File: config.mk
export PLATFORM = sky130hd
export DESIGN_NAME = pcs_front_flat
export DESIGN_NICKNAME = d
export VERILOG_FILES = /design/src/rtl/pcs_pkg.sv /design/src/rtl/pcs_if.sv /design/src/rtl/pcs_front.sv /design/src/flat_wrapper.sv
export SDC_FILE = /design/constraint.sdc
export NUM_CORES = 1
export LEC_CHECK = 0
export BUFFER_PORTS_ARGS = -buffer_cell sky130_fd_sc_hd__buf_2
export CORE_AREA = 2 2 102 104
export DETAILED_ROUTE_END_ITERATION = 8
export DIE_AREA = 0 0 104 106
export PLACE_DENSITY = 0.91
export REMOVE_ABC_BUFFERS = 1
export SLEW_MARGIN = 20
export SYNTH_ARGS = -nofsm -noshare
export SYNTH_HDL_FRONTEND = slang
export SYNTH_SLANG_ARGS = --single-unit
File: constraint.sdc
create_clock -name clk -period 3.1 [get_ports clk]
set_clock_uncertainty 0.1 [all_clocks]
set_input_delay 0.62 -clock clk [delete_from_list [all_inputs] [get_ports clk]]
set_output_delay 0.62 -clock clk [all_outputs]
set_load 0.05 [all_outputs]
File: src/rtl/pcs_pkg.sv
// Shared constants, types and state encodings of the polyline curvature segmenter.
package pcs_pkg;

	localparam int COORD_W     = 32;
	localparam int SPLIT_LIMIT = 9;
	localparam int MIN_CUT     = 5;
	localparam int RAD_W       = 38;
	localparam int THR_RESET   = 4194304;

	localparam int SEG_W  = $clog2(SPLIT_LIMIT + 2);
	localparam int DIFF_W = COORD_W + 1;
	localparam int PROD_W = 2 * DIFF_W;
	localparam int SQ_W   = PROD_W + 1;
	localparam int NUM_W  = DIFF_W + SQ_W + 1;
	localparam int DEN_W  = PROD_W + 2;
	localparam int DV_W   = (NUM_W > DEN_W + RAD_W) ? NUM_W : DEN_W + RAD_W;
	localparam int SUM_W  = 2 * RAD_W + 1;
	localparam int CNT_W  = $clog2(((DIFF_W > RAD_W) ? DIFF_W : RAD_W) + 1);

	typedef logic signed [COORD_W-1:0] coord_t;
	typedef logic [RAD_W-1:0] rad_t;

	localparam rad_t RAD_MAX = {RAD_W{1'b1}};

	typedef struct packed {
		coord_t x;
		coord_t y;
	} point_t;

	typedef enum logic [1:0] {
		JOB_SINGLE,
		JOB_PAIR,
		JOB_TRI
	} job_kind_t;

	typedef struct packed {
		job_kind_t kind;
		logic      first_tri;
		logic      way_end;
		point_t    older;
		point_t    newer;
		point_t    cur;
	} job_t;

	typedef enum logic [3:0] {
		R_IDLE,
		R_MUL,
		R_SUM,
		R_NUM,
		R_ABS,
		R_DIVI,
		R_DIVS,
		R_SQR,
		R_SQRT,
		R_DONE
	} rad_state_t;

	typedef enum logic [1:0] {
		B_IDLE,
		B_RAD,
		B_EMIT0,
		B_EMIT1
	} back_state_t;

endpackage

File: src/rtl/pcs_if.sv
// Valid/ready channel interfaces for points in and segmented points out.
interface pcs_in_if;
	logic           valid;
	logic           ready;
	pcs_pkg::coord_t in_x;
	pcs_pkg::coord_t in_y;
	logic           way_end;

	modport source (output valid, output in_x, output in_y, output way_end, input ready);
	modport sink (input valid, input in_x, input in_y, input way_end, output ready);
endinterface


File: src/rtl/pcs_front.sv
// Front: accepts points, keeps history; a way's end or non-first point becomes a job.
module pcs_front (
	input  logic          clk,
	input  logic          arst_n,
	pcs_in_if.sink        in_ch,
	output logic          push_valid,
	input  logic          push_ready,
	output pcs_pkg::job_t job
);
	logic [1:0]       ps_q;
	pcs_pkg::point_t  older_q;
	pcs_pkg::point_t  newer_q;
	pcs_pkg::point_t  cur;
	logic             accept;

	assign in_ch.ready = push_ready;
	assign accept      = in_ch.valid && push_ready;
	assign cur.x       = in_ch.in_x;
	assign cur.y       = in_ch.in_y;
	assign push_valid  = accept && !(ps_q == 2'd0 && !in_ch.way_end);

	always_comb begin
		job.kind      = (ps_q == 2'd0) ? pcs_pkg::JOB_SINGLE :
			(ps_q == 2'd1) ? pcs_pkg::JOB_PAIR : pcs_pkg::JOB_TRI;
		job.first_tri = (ps_q == 2'd2);
		job.way_end   = in_ch.way_end;
		job.older     = older_q;
		job.newer     = newer_q;
		job.cur       = cur;
	end

	always_ff @(posedge clk or negedge arst_n) begin
		if (!arst_n) begin
			ps_q <= '0;
		end else if (accept) begin
			if (in_ch.way_end) begin
				ps_q <= '0;
			end else if (ps_q != 2'd3) begin
				ps_q <= ps_q + 2'd1;
			end
		end
	end

	always_ff @(posedge clk) begin
		if (accept) begin
			older_q <= newer_q;
			newer_q <= cur;
		end
	end
endmodule

File: src/flat_wrapper.sv
// flat-port wrapper written by rule: the top's interface ports become plain ports
module pcs_front_flat 
  (clk, arst_n, push_valid, push_ready, job, in_ch_valid, in_ch_in_x, in_ch_in_y, in_ch_way_end, in_ch_ready);
  pcs_in_if in_ch_i ();
  input  logic clk;
  input  logic arst_n;
  output logic push_valid;
  input  logic push_ready;
  output pcs_pkg::job_t job;
  input wire logic [$bits(in_ch_i.valid)-1:0] in_ch_valid;
  input wire logic [$bits(in_ch_i.in_x)-1:0] in_ch_in_x;
  input wire logic [$bits(in_ch_i.in_y)-1:0] in_ch_in_y;
  input wire logic [$bits(in_ch_i.way_end)-1:0] in_ch_way_end;
  output wire logic [$bits(in_ch_i.ready)-1:0] in_ch_ready;
  assign in_ch_i.valid = in_ch_valid;
  assign in_ch_i.in_x = in_ch_in_x;
  assign in_ch_i.in_y = in_ch_in_y;
  assign in_ch_i.way_end = in_ch_way_end;
  assign in_ch_ready = in_ch_i.ready;
  pcs_front u_core (.clk(clk), .arst_n(arst_n), .in_ch(in_ch_i), .push_valid(push_valid), .push_ready(push_ready), .job(job));
endmodule
==> report_table.html, run 1 <==
<table>
<tr><th>Metric</th><th>Value</th></tr>
<tr><th colspan="2">Outcome</th></tr>
<tr><td>Result of the run</td><td>completed</td></tr>
<tr><th colspan="2">Logic synthesis</th></tr>
<tr><td>Count of distinct cell types in the synthesized netlist</td><td>12</td></tr>
<tr><td>Sequential fraction of the synthesis area</td><td>0.864</td></tr>
<tr><td>FF+latch count, synth</td><td>130</td></tr>
<tr><td>Compound-cell area share of the yosys netlist</td><td>0.00555</td></tr>
<tr><td>Post-Synth XOR/XNOR Area</td><td>0</td></tr>
<tr><td>Area of the mapped netlist</td><td>4510 sq um</td></tr>
<tr><td>Count of warnings emitted by yosys</td><td>0</td></tr>
<tr><td>Cells after synthesis</td><td>214</td></tr>
<tr><td>Synth Area in Simple Gates</td><td>0.00500</td></tr>
<tr><td>Mux share of post-synthesis cell area</td><td>0</td></tr>
<tr><td>Largest family of logic cells by synthesized area</td><td>buffers and inverters</td></tr>
<tr><td>Adder-Cell Fraction of Synth Area</td><td>0.0111</td></tr>
<tr><td>Average footprint of a synthesized cell</td><td>21.1 sq um</td></tr>
<tr><th colspan="2">Routing</th></tr>
<tr><td>Via count normalized by instance count</td><td>4.37</td></tr>
<tr><td>Detailed-route wire length</td><td>9410 um</td></tr>
<tr><td>Post-detailed-route DRC marker count</td><td>0</td></tr>
<tr><td>Average detailed-routed wire length per instance</td><td>16.1 um</td></tr>
<tr><td>Total number of vias</td><td>2550</td></tr>
<tr><td>Violation count after the first detailed-route iteration</td><td>146</td></tr>
<tr><td>1st-pass router iterations</td><td>6</td></tr>
<tr><td>Number of nets with antenna violations after detailed routing</td><td>0</td></tr>
<tr><th colspan="2">Clocking</th></tr>
<tr><td>Clk slew on worst S/H paths</td><td>0.06 ns</td></tr>
<tr><td>CTS buffer count</td><td>17</td></tr>
<tr><td>H-tree lvl count</td><td>4</td></tr>
<tr><td>Number of buffers on the longest clock path</td><td>2</td></tr>
<tr><td>Clock latency on the worst-skew pair</td><td>0.52 ns</td></tr>
<tr><td>Clock tree from TritonCTS</td><td>yes</td></tr>
<tr><td>Root Driver</td><td>sky130_fd_sc_hd__clkbuf_8</td></tr>
<tr><td>Post-CTS repair timing setup buffer count</td><td>0</td></tr>
<tr><td>CTS sink count</td><td>130</td></tr>
<tr><th colspan="2">Cells and area</th></tr>
<tr><td>Number of inserted filler cells in the final layout</td><td>759</td></tr>
<tr><td>Finished Core Util</td><td>0.613</td></tr>
<tr><td>Number of nets at the end of the flow</td><td>509</td></tr>
<tr><td>Fraction of layout instances using a drive strength above 1</td><td>0.663</td></tr>
<tr><td>Finished layout cell area</td><td>6130 sq um</td></tr>
<tr><td>Area added between synthesis and finish</td><td>36.0%</td></tr>
<tr><td>Antenna diode count</td><td>0</td></tr>
<tr><th colspan="2">Critical path</th></tr>
<tr><td>Required time worst endpoint</td><td>2.38 ns</td></tr>
<tr><td>Reg-to-reg endpoint</td><td>u_core.ps_q[0]$_DFFE_PN0P_</td></tr>
<tr><td>Start-to-end type of the worst setup path</td><td>reg2out</td></tr>
<tr><td>Reg2reg setup slack</td><td>1.72 ns</td></tr>
<tr><td>Worst Reg2Reg Path Length in Cells</td><td>3</td></tr>
<tr><td>Crit Path Max Fanout</td><td>5</td></tr>
<tr><td>Worst r2r src</td><td>u_core.ps_q[0]$_DFFE_PN0P_</td></tr>
<tr><td>CP startpoint kind</td><td>flop</td></tr>
<tr><td>Crit path arrival time</td><td>1.64 ns</td></tr>
<tr><td>Worst Setup End Kind</td><td>output port</td></tr>
<tr><th colspan="2">Worst hold path</th></tr>
<tr><td>Launch instance of the worst min-delay path</td><td>in_ch_in_y[27]</td></tr>
<tr><td>Min-delay worst type</td><td>in2reg</td></tr>
<tr><td>Hold depth</td><td>1</td></tr>
<tr><td>Terminating pin of the worst hold path</td><td>u_core.job[91]$_DFFE_PP_</td></tr>
<tr><th colspan="2">GRT</th></tr>
<tr><td>Pin count of the biggest net entering global routing</td><td>68</td></tr>
<tr><td>Number of antenna violations at the first check in global routing</td><td>0</td></tr>
<tr><td>Vias in the first global route</td><td>2602</td></tr>
<tr><td>Remaining Overflow, GRT</td><td>0</td></tr>
<tr><td>All-layer global routing usage</td><td>0.169</td></tr>
<tr><td>First-pass GRT wire length</td><td>13600 um</td></tr>
<tr><th colspan="2">Place</th></tr>
<tr><td>Input/output buffers</td><td>266</td></tr>
<tr><td>Routability-driven placement congestion ratio</td><td>0.783</td></tr>
<tr><td>Setup WS pre-CTS</td><td>1.19 ns</td></tr>
<tr><td>Post-DP HPWL</td><td>6920 um</td></tr>
<tr><td>Cell Area, Placed</td><td>5550 sq um</td></tr>
<tr><th colspan="2">Floorplanning</th></tr>
<tr><td>Area of the die</td><td>11000 sq um</td></tr>
<tr><td>Count of pins on the block boundary</td><td>267</td></tr>
<tr><td>Starting Density</td><td>0.451</td></tr>
<tr><td>Row Count</td><td>37</td></tr>
<tr><td>Die span in y</td><td>106 um</td></tr>
<tr><td>Total core area</td><td>10000 sq um</td></tr>
<tr><td>Die outline width</td><td>104 um</td></tr>
<tr><th colspan="2">Timing</th></tr>
<tr><td>Setup repair after global routing missed its margin</td><td>false</td></tr>
<tr><td>Number of endpoints failing setup at the final stage</td><td>0</td></tr>
<tr><td>Setup TNS</td><td>0 ns</td></tr>
<tr><td>Fin worst setup slack</td><td>0.740 ns</td></tr>
<tr><td>Worst-margin pin slew</td><td>0.363 ns</td></tr>
<tr><td>Shortest period the worst path allows</td><td>2.36 ns</td></tr>
<tr><td>Final Max Slew Viols</td><td>0</td></tr>
<tr><td>Final critical-path share of the clock period</td><td>0.761</td></tr>
<tr><td>Final Hold Viols</td><td>0</td></tr>
<tr><td>Max Clock Freq</td><td>424 MHz</td></tr>
<tr><td>Max_slew headroom</td><td>0.758</td></tr>
<tr><th colspan="2">Run</th></tr>
<tr><td>Number of max-cap violations</td><td>0</td></tr>
<tr><th colspan="2">Power</th></tr>
<tr><td>Ratio of total power to cell area</td><td>767 nW/um^2</td></tr>
<tr><td>VDD IR max</td><td>0.553 mV</td></tr>
<tr><td>Lkg Pwr</td><td>2.63 nW</td></tr>
</table>
-- how the worst max path moves through the flow --
stage | slack (ns) | start | cells after the start | end
6_report | 0.74 | u_core.ps_q[0]$_DFFE_PN0P_ | 4 | push_valid
5_1_grt | 0.64 | u_core.ps_q[0]$_DFFE_PN0P_ | 4 | push_valid
4_1_cts | 0.70 | u_core.ps_q[0]$_DFFE_PN0P_ | 4 | push_valid
3_5_place_dp | 1.19 | push_ready | 4 | push_valid
3_3_place_gp | 1.20 | push_ready | 4 | push_valid
2_1_floorplan | -0.64 | in_ch_valid | 2 | u_core.job[100]$_DFFE_PP_
-- cell usage in the layout, fill, tap and decap left out, types with 2 or more instances in the layout --
cell type	instances
sky130_fd_sc_hd__clkinv_2	4
sky130_fd_sc_hd__ha_1	4
sky130_fd_sc_hd__clkinvlp_4	3
sky130_fd_sc_hd__clkbuf_16	16
sky130_fd_sc_hd__clkinv_1	3
sky130_fd_sc_hd__bufinv_16	3
sky130_fd_sc_hd__edfxtp_1	128
sky130_fd_sc_hd__o21ai_1	2
sky130_fd_sc_hd__dfrtp_1	2
sky130_fd_sc_hd__o21ai_0	2
sky130_fd_sc_hd__buf_2	266
sky130_fd_sc_hd__inv_1	4
sky130_fd_sc_hd__buf_12	2
-- where the power goes --
part | total [mW] | leakage [nW] | internal, mW | switching [mW]
Sequential | 2.09 | 1.23 | 2.04 | 0.0417
Combinational | 0.751 | 1.14 | 0.139 | 0.612
Clock | 1.86 | 0.269 | 1.20 | 0.664
-- flip-flops by register name, summed over array words and instances, names as in the netlist --
signal,cells
u_core.job,128
u_core.ps_q,2
-- synth_stat cells (all sizes together) --
cell      n  area (sq um)
or3       1          6.26
a21oi     1          5.00
o21ai     4          20.0
ha        4          50.1
edfxtp  128          3840
dfrtp     2          50.1
nor2      1          3.75
nand2     1          6.26
inv       5          18.8
nor2b     1          6.26
buf      66           495
-- timing repair --
item / CTS / global route
resized for setup: 0 / 0
hold buffers: 1 / 0
hold endpoints to repair: 2 / 0
-- layer usage --
layer	track usage	routed length (um)	part of all wire
met1	0.170	3390	0.36
met2	0.297	5050	0.54
met3	0.0674	814	0.086
met4	0.0946	155	0.016
met5	0	0	0
-- final cells by class --
| type | instances | area (sq um) | share of cell area |
|---|---|---|---|
| flip-flops and latches | 130 | 3890 | 0.636 |
| repair buffers | 269 | 1380 | 0.225 |
| clock buffers | 18 | 418 | 0.0682 |
| well taps | 136 | 170 | 0.0278 |
| clock inverters | 13 | 144 | 0.0235 |
| multi-input cells | 13 | 97.6 | 0.0159 |
| inverters | 5 | 21.3 | 0.00347 |
-- critical path, stage by stage (launching register included) --
cell and delay (ns):
sky130_fd_sc_hd__dfrtp_1 0.41, sky130_fd_sc_hd__inv_1 0.09, sky130_fd_sc_hd__ha_1 0.22, sky130_fd_sc_hd__a21oi_1 0.13, sky130_fd_sc_hd__buf_2 0.27
-- cell families (layout without fill, tap and decap cells) --
logic type | Yosys count | after routing
DFF | 130 | 130
buffers and inverters | 71 | 305
AOI/OAI and AO/OA | 5 | 5
adders and majority gates | 4 | 4
and+or+nand+nor | 4 | 4
-- metrics by stage --
step,power [mW],cells,hold slack [ns]
detailed placement,2.87,552,0.309
floorplan,2.50,148,0.224
finish,4.70,584,0.184
global route,4.85,584,0.163
CTS,4.75,584,0.156
global placement,2.86,552,0.305
Note: power is estimated with default switching activity, not from simulation.
==> inputs of run 2 (changes only) <==
- CORE_AREA: 2 2 102 104 -> unset
- CORE_UTILIZATION: unset -> 43
- DIE_AREA: 0 0 104 106 -> unset
- PLACE_DENSITY: 0.91 -> 0.87
- clock period: 3.1 -> 2.4 ns (I/O delays scaled with it)
==> report_table.html, run 2 (synthesized netlist as in run 1, its figures left out) <==
<table>
<tr><th>Metric</th><th>Value</th></tr>
<tr><th colspan="2">Timing</th></tr>
<tr><td>Final Max Slew Viols</td><td>0</td></tr>
<tr><td>Setup TNS</td><td>0 ns</td></tr>
<tr><td>Number of endpoints failing setup at the final stage</td><td>0</td></tr>
<tr><td>Max_slew headroom</td><td>0.734</td></tr>
<tr><td>Final Hold Viols</td><td>0</td></tr>
<tr><td>Worst-margin pin slew</td><td>0.398 ns</td></tr>
<tr><td>Max Clock Freq</td><td>454 MHz</td></tr>
<tr><td>Shortest period the worst path allows</td><td>2.20 ns</td></tr>
<tr><td>Setup repair after global routing missed its margin</td><td>false</td></tr>
<tr><td>Final critical-path share of the clock period</td><td>0.918</td></tr>
<tr><th colspan="2">Critical path</th></tr>
<tr><td>Crit path arrival time</td><td>1.62 ns</td></tr>
<tr><td>Worst Setup End Kind</td><td>output port</td></tr>
<tr><td>Required time worst endpoint</td><td>1.82 ns</td></tr>
<tr><td>Start-to-end type of the worst setup path</td><td>reg2out</td></tr>
<tr><td>Crit Path Max Fanout</td><td>5</td></tr>
<tr><td>CP startpoint kind</td><td>flop</td></tr>
<tr><th colspan="2">Clocking</th></tr>
<tr><td>Clk slew on worst S/H paths</td><td>0.06 ns</td></tr>
<tr><td>CTS buffer count</td><td>17</td></tr>
<tr><td>CTS-repair resized insts</td><td>0</td></tr>
<tr><td>CTS sink count</td><td>130</td></tr>
<tr><td>Number of buffers on the longest clock path</td><td>2</td></tr>
<tr><td>Root Driver</td><td>sky130_fd_sc_hd__clkbuf_8</td></tr>
<tr><td>Clock tree from TritonCTS</td><td>yes</td></tr>
<tr><td>H-tree lvl count</td><td>4</td></tr>
<tr><td>Clock latency on the worst-skew pair</td><td>0.50 ns</td></tr>
<tr><th colspan="2">Place</th></tr>
<tr><td>Post-DP HPWL</td><td>6430 um</td></tr>
<tr><td>Placed instance count</td><td>552</td></tr>
<tr><td>Cell Area, Placed</td><td>5550 sq um</td></tr>
<tr><td>Input/output buffers</td><td>266</td></tr>
<tr><td>Routability-driven placement congestion ratio</td><td>0.751</td></tr>
<tr><th colspan="2">Routing</th></tr>
<tr><td>Detailed route wirelength on metal3</td><td>676 um</td></tr>
<tr><td>Metal1 wirelength</td><td>3520 um</td></tr>
<tr><td>1st-pass router iterations</td><td>6</td></tr>
<tr><td>Violation count after the first detailed-route iteration</td><td>121</td></tr>
<tr><td>Post-detailed-route DRC marker count</td><td>0</td></tr>
<tr><td>Uppermost routed layer</td><td>met4</td></tr>
<tr><td>Number of nets with antenna violations after detailed routing</td><td>0</td></tr>
<tr><td>Via count normalized by instance count</td><td>4.44</td></tr>
<tr><td>Average detailed-routed wire length per instance</td><td>15.3 um</td></tr>
<tr><td>Total number of vias</td><td>2583</td></tr>
<tr><td>Routed length on met2</td><td>4560 um</td></tr>
<tr><td>Detailed-route wire length</td><td>8910 um</td></tr>
<tr><th colspan="2">Worst hold path</th></tr>
<tr><td>Min-delay worst type</td><td>in2reg</td></tr>
<tr><th colspan="2">Cells and area</th></tr>
<tr><td>Finished layout cell area</td><td>6080 sq um</td></tr>
<tr><td>Area added between synthesis and finish</td><td>35.0%</td></tr>
<tr><td>Final standard cell count with taps included and fillers excluded</td><td>582</td></tr>
<tr><td>Most used cells in the layout excluding fill and tap cells</td><td>sky130_fd_sc_hd__buf_2, sky130_fd_sc_hd__edfxtp_1, sky130_fd_sc_hd__clkbuf_16, sky130_fd_sc_hd__clkinv_1</td></tr>
<tr><td>Max FFs per register</td><td>128</td></tr>
<tr><td>Number of nets at the end of the flow</td><td>509</td></tr>
<tr><td>Most frequent standard cell in the layout excluding fill and tap cells</td><td>sky130_fd_sc_hd__buf_2</td></tr>
<tr><td>Number of inserted filler cells in the final layout</td><td>792</td></tr>
<tr><td>Fraction of layout instances using a drive strength above 1</td><td>0.652</td></tr>
<tr><td>Antenna diode count</td><td>0</td></tr>
<tr><th colspan="2">Run</th></tr>
<tr><td>Number of max-cap violations</td><td>0</td></tr>
<tr><th colspan="2">Floorplanning</th></tr>
<tr><td>Total core area</td><td>10200 sq um</td></tr>
<tr><td>Die outline width</td><td>104 um</td></tr>
<tr><td>Area of the die</td><td>10900 sq um</td></tr>
<tr><td>Row Count</td><td>37</td></tr>
<tr><td>Die span in y</td><td>104 um</td></tr>
<tr><td>Count of pins on the block boundary</td><td>267</td></tr>
<tr><td>Starting Density</td><td>0.440</td></tr>
<tr><th colspan="2">GRT</th></tr>
<tr><td>All-layer global routing usage</td><td>0.166</td></tr>
<tr><td>Number of antenna violations at the first check in global routing</td><td>0</td></tr>
<tr><td>First-pass GRT wire length</td><td>12900 um</td></tr>
<tr><td>Vias in the first global route</td><td>2479</td></tr>
<tr><td>Remaining Overflow, GRT</td><td>0</td></tr>
<tr><td>Pin count of the biggest net entering global routing</td><td>75</td></tr>
<tr><th colspan="2">Power</th></tr>
<tr><td>Lkg Pwr</td><td>2.61 nW</td></tr>
<tr><td>Ratio of total power to cell area</td><td>972 nW/um^2</td></tr>
<tr><td>VDD IR max</td><td>0.528 mV</td></tr>
<tr><th colspan="2">Outcome</th></tr>
<tr><td>Result of the run</td><td>completed</td></tr>
</table>
-- run 2: changes by cell type in the layout (fill, tap and decap cells not counted), sizes merged --
cell      change
clkbuf        +1
bufinv        -1
clkinvlp      -2
-- run 2: stage by stage --
step | worst slack, ns | hold slack [ns] | power [mW] | utilization
floorplan | -1.20 | 0.0844 | 3.23 | -
global placement | 0.755 | 0.166 | 3.69 | 0.543
detailed placement | 0.711 | 0.167 | 3.71 | 0.543
CTS | 0.153 | 0.0278 | 5.97 | 0.594
global route | 0.0982 | 0.0232 | 6.11 | 0.594
finish | 0.197 | 0.0613 | 5.91 | 0.594
-- run 2: repair_timing --
| action | 4_1_cts | 5_1_grt |
|---|---|---|
| endpoints found under the hold margin | 2 | 0 |
| setup buffers | 0 | 0 |
| hold buffers | 1 | 0 |
| setup endpoints to repair | 0 | 0 |
-- run 2: critical path, stage by stage (launching register included) --
cell and delay (ns):
sky130_fd_sc_hd__dfrtp_1 0.40, sky130_fd_sc_hd__inv_1 0.09, sky130_fd_sc_hd__ha_1 0.22, sky130_fd_sc_hd__a21oi_1 0.14, sky130_fd_sc_hd__buf_2 0.27
-- run 2: report_power, final --
part	internal, mW	leakage (nW)	total [mW]	switching, mW
clock network	1.43	0.248	2.25	0.820
logic	0.179	1.14	0.964	0.785
registers	2.64	1.23	2.70	0.0549
-- run 2: metal layers --
metal | GRT usage | vias to the layer above
met5 | 0 | -
li1 | - | 1165
met3 | 0.0564 | 12
met2 | 0.276 | 177
met4 | 0.0908 | 0
met1 | 0.188 | 1229
-- run 2: area by class of cell --
| cell class | instances | area [sq um] | share of cell area |
|---|---|---|---|
| inverters | 5 | 21.3 | 0.00350 |
| multi-input cells | 13 | 97.6 | 0.0160 |
| repair buffers | 269 | 1380 | 0.227 |
| well taps | 136 | 170 | 0.0280 |
| clock buffers | 19 | 422 | 0.0693 |
| clock inverters | 10 | 95.1 | 0.0156 |
| flip-flops and latches | 130 | 3890 | 0.640 |
-- run 2: path summary, 6_finish.rpt --
kind	startpoint	end	slack (ns)	cells after the start
worst max-delay path	u_core.ps_q[0]$_DFFE_PN0P_	push_valid	0.20	4
worst min-delay path	in_ch_in_x[26]	u_core.job[122]$_DFFE_PP_	0.06	1
worst max register to register	u_core.ps_q[0]$_DFFE_PN0P_	u_core.ps_q[1]$_DFFE_PN0P_	1.05	3
worst min register to register	u_core.job[77]$_DFFE_PP_	u_core.job[141]$_DFFE_PP_	0.34	0
max in group asynchronous	arst_n	u_core.ps_q[1]$_DFFE_PN0P_	1.86	2
min in group asynchronous	arst_n	u_core.ps_q[0]$_DFFE_PN0P_	0.24	2
==> inputs of run 3 (changes only) <==
- REMOVE_ABC_BUFFERS: 1 -> unset
==> report_table.html, run 3 (synthesized netlist as in run 1, its figures left out) <==
<table>
<tr><th>Metric</th><th>Value</th></tr>
<tr><th colspan="2">Outcome</th></tr>
<tr><td>Result of the run</td><td>completed</td></tr>
<tr><th colspan="2">Floorplanning</th></tr>
<tr><td>Die outline width</td><td>104 um</td></tr>
<tr><td>Total core area</td><td>10200 sq um</td></tr>
<tr><td>Count of pins on the block boundary</td><td>267</td></tr>
<tr><td>Row Count</td><td>37</td></tr>
<tr><td>Die span in y</td><td>104 um</td></tr>
<tr><td>Area of the die</td><td>10900 sq um</td></tr>
<tr><td>Starting Density</td><td>0.440</td></tr>
<tr><th colspan="2">Power</th></tr>
<tr><td>Relative contribution of the clock network to total power</td><td>0.382</td></tr>
<tr><td>Lkg Pwr</td><td>2.62 nW</td></tr>
<tr><td>Internal Power</td><td>4.17 mW</td></tr>
<tr><td>Ratio of total power to cell area</td><td>969 nW/um^2</td></tr>
<tr><td>Net Sw Frac</td><td>0.295</td></tr>
<tr><td>Power share of the sequential group</td><td>0.455</td></tr>
<tr><td>VDD IR max</td><td>0.601 mV</td></tr>
<tr><td>Switching component of the power</td><td>1.75 mW</td></tr>
<tr><td>Comb power frac</td><td>0.163</td></tr>
<tr><th colspan="2">Timing</th></tr>
<tr><td>Fin worst setup slack</td><td>0.169 ns</td></tr>
<tr><td>Final Hold Viols</td><td>0</td></tr>
<tr><td>Max Clock Freq</td><td>448 MHz</td></tr>
<tr><td>Final critical-path share of the clock period</td><td>0.930</td></tr>
<tr><td>Max_slew headroom</td><td>0.771</td></tr>
<tr><td>Setup TNS</td><td>0 ns</td></tr>
<tr><td>Worst-margin pin slew</td><td>0.344 ns</td></tr>
<tr><td>Number of endpoints failing setup at the final stage</td><td>0</td></tr>
<tr><td>Final Max Slew Viols</td><td>0</td></tr>
<tr><td>Setup repair after global routing missed its margin</td><td>false</td></tr>
<tr><td>Shortest period the worst path allows</td><td>2.23 ns</td></tr>
<tr><th colspan="2">Clocking</th></tr>
<tr><td>Clk slew on worst S/H paths</td><td>0.06 ns</td></tr>
<tr><td>CTS sink count</td><td>130</td></tr>
<tr><td>Clock tree from TritonCTS</td><td>yes</td></tr>
<tr><td>Post-CTS repair timing setup buffer count</td><td>0</td></tr>
<tr><td>Clock latency on the worst-skew pair</td><td>0.51 ns</td></tr>
<tr><td>Root Driver</td><td>sky130_fd_sc_hd__clkbuf_8</td></tr>
<tr><td>CTS buffer count</td><td>17</td></tr>
<tr><td>Number of buffers on the longest clock path</td><td>2</td></tr>
<tr><td>H-tree lvl count</td><td>4</td></tr>
<tr><th colspan="2">Cells and area</th></tr>
<tr><td>Fraction of layout instances using a drive strength above 1</td><td>0.668</td></tr>
<tr><td>Max FFs per register</td><td>128</td></tr>
<tr><td>Finished layout cell area</td><td>6110 sq um</td></tr>
<tr><td>Area added between synthesis and finish</td><td>35.7%</td></tr>
<tr><td>Finished Core Util</td><td>0.598</td></tr>
<tr><td>Number of nets at the end of the flow</td><td>509</td></tr>
<tr><td>Most used cells in the layout excluding fill and tap cells</td><td>sky130_fd_sc_hd__buf_2, sky130_fd_sc_hd__edfxtp_1, sky130_fd_sc_hd__clkbuf_16, sky130_fd_sc_hd__clkinv_2</td></tr>
<tr><td>Antenna diode count</td><td>0</td></tr>
<tr><td>Most frequent standard cell in the layout excluding fill and tap cells</td><td>sky130_fd_sc_hd__buf_2</td></tr>
<tr><td>Final standard cell count with taps included and fillers excluded</td><td>585</td></tr>
<tr><th colspan="2">Critical path</th></tr>
<tr><td>Start-to-end type of the worst setup path</td><td>reg2out</td></tr>
<tr><td>Required time worst endpoint</td><td>1.82 ns</td></tr>
<tr><td>Worst Setup End Kind</td><td>output port</td></tr>
<tr><td>Crit path arrival time</td><td>1.65 ns</td></tr>
<tr><td>Worst Reg2Reg Path Length in Cells</td><td>3</td></tr>
<tr><td>Crit Path Max Fanout</td><td>5</td></tr>
<tr><td>Reg-to-reg endpoint</td><td>u_core.ps_q[0]$_DFFE_PN0P_</td></tr>
<tr><td>Reg2reg setup slack</td><td>1.03 ns</td></tr>
<tr><td>CP startpoint kind</td><td>flop</td></tr>
<tr><td>Worst r2r src</td><td>u_core.ps_q[0]$_DFFE_PN0P_</td></tr>
<tr><th colspan="2">Routing</th></tr>
<tr><td>Via count normalized by instance count</td><td>4.37</td></tr>
<tr><td>Detailed-route wire length</td><td>8900 um</td></tr>
<tr><td>Uppermost routed layer</td><td>met4</td></tr>
<tr><td>Total number of vias</td><td>2554</td></tr>
<tr><td>Violation count after the first detailed-route iteration</td><td>160</td></tr>
<tr><td>Detailed route wirelength on metal3</td><td>821 um</td></tr>
<tr><td>Routed length on met2</td><td>4700 um</td></tr>
<tr><td>Post-detailed-route DRC marker count</td><td>0</td></tr>
<tr><td>Average detailed-routed wire length per instance</td><td>15.2 um</td></tr>
<tr><td>Number of nets with antenna violations after detailed routing</td><td>0</td></tr>
<tr><td>Metal1 wirelength</td><td>3210 um</td></tr>
<tr><td>1st-pass router iterations</td><td>7</td></tr>
<tr><th colspan="2">GRT</th></tr>
<tr><td>Remaining Overflow, GRT</td><td>0</td></tr>
<tr><td>First-pass GRT wire length</td><td>13000 um</td></tr>
<tr><td>Vias in the first global route</td><td>2454</td></tr>
<tr><td>All-layer global routing usage</td><td>0.167</td></tr>
<tr><td>Pin count of the biggest net entering global routing</td><td>65</td></tr>
<tr><td>Number of antenna violations at the first check in global routing</td><td>0</td></tr>
<tr><th colspan="2">Worst hold path</th></tr>
<tr><td>Hold depth</td><td>1</td></tr>
<tr><td>Terminating pin of the worst hold path</td><td>u_core.job[115]$_DFFE_PP_</td></tr>
<tr><td>Min-delay worst type</td><td>in2reg</td></tr>
<tr><td>Launch instance of the worst min-delay path</td><td>in_ch_in_x[19]</td></tr>
<tr><th colspan="2">Place</th></tr>
<tr><td>Placed instance count</td><td>552</td></tr>
<tr><td>Setup WS pre-CTS</td><td>0.686 ns</td></tr>
<tr><td>Cell Area, Placed</td><td>5570 sq um</td></tr>
<tr><td>Post-DP HPWL</td><td>6480 um</td></tr>
<tr><td>Routability-driven placement congestion ratio</td><td>0.777</td></tr>
<tr><td>Input/output buffers</td><td>266</td></tr>
<tr><th colspan="2">Run</th></tr>
<tr><td>Number of max-cap violations</td><td>0</td></tr>
<tr><th colspan="2">Logic synthesis</th></tr>
<tr><td>Number of nets in the synthesized netlist</td><td>287</td></tr>
</table>
## run 3: cell type report
| type | instances | area [sq um] |
|---|---|---|
| Clock buffer | 17 | 414 |
| Clock inverter | 15 | 120 |
| Fill cell | 759 | 4120 |
| Inverter | 5 | 22.5 |
| Multi-Input combinational cell | 13 | 111 |
| Sequential cell | 130 | 3890 |
| Tap cell | 136 | 170 |
| Timing Repair Buffer | 269 | 1380 |
## run 3: repair_timing
action / CTS / global route
resized for setup: 0 / 0
endpoints found under the setup margin: 0 / 0
endpoints found under the hold margin: 2 / 0
hold buffers: 1 / 0
## run 3: how the worst max path moves through the flow
stage | start | to | slack, ns | cells after the start
global placement | push_ready | push_valid | 0.72 | 4
floorplan | in_ch_valid | u_core.job[100]$_DFFE_PP_ | -0.51 | 2
detailed placement | u_core.ps_q[0]$_DFFE_PN0P_ | push_valid | 0.69 | 4
finish | u_core.ps_q[0]$_DFFE_PN0P_ | push_valid | 0.17 | 4
CTS | u_core.ps_q[0]$_DFFE_PN0P_ | push_valid | 0.13 | 4
global route | u_core.ps_q[0]$_DFFE_PN0P_ | push_valid | 0.03 | 4
## run 3: critical path, cell delays in order, from the launching register on
cell,delay (ns)
sky130_fd_sc_hd__dfrtp_1,0.41
sky130_fd_sc_hd__inv_1,0.09
sky130_fd_sc_hd__ha_1,0.22
sky130_fd_sc_hd__a21oi_1,0.14
sky130_fd_sc_hd__buf_2,0.28
## run 3: power by group through the flow
stage / sequential (mW) / clock (mW) / combinational, mW
global route: 2.71 / 2.40 / 1.00
detailed placement: 2.74 / 0 / 0.970
CTS: 2.70 / 2.32 / 0.973
global placement: 2.73 / 0 / 0.955
floorplan: 3.11 / 0 / 0.414
finish: 2.69 / 2.26 / 0.967
## run 3: per-layer routing
metal | vias to the layer above | track usage
met5 | - | 0
met4 | 0 | 0.0827
met3 | 13 | 0.0746
met2 | 183 | 0.287
met1 | 1178 | 0.171
li1 | 1180 | -
## run 3: through the flow
step,total power [mW],hold WS (ns)
detailed placement,3.71,0.167
finish,5.93,0.0511
floorplan,3.52,0.0844
global route,6.11,0.0174
CTS,5.98,0.0187
global placement,3.69,0.166
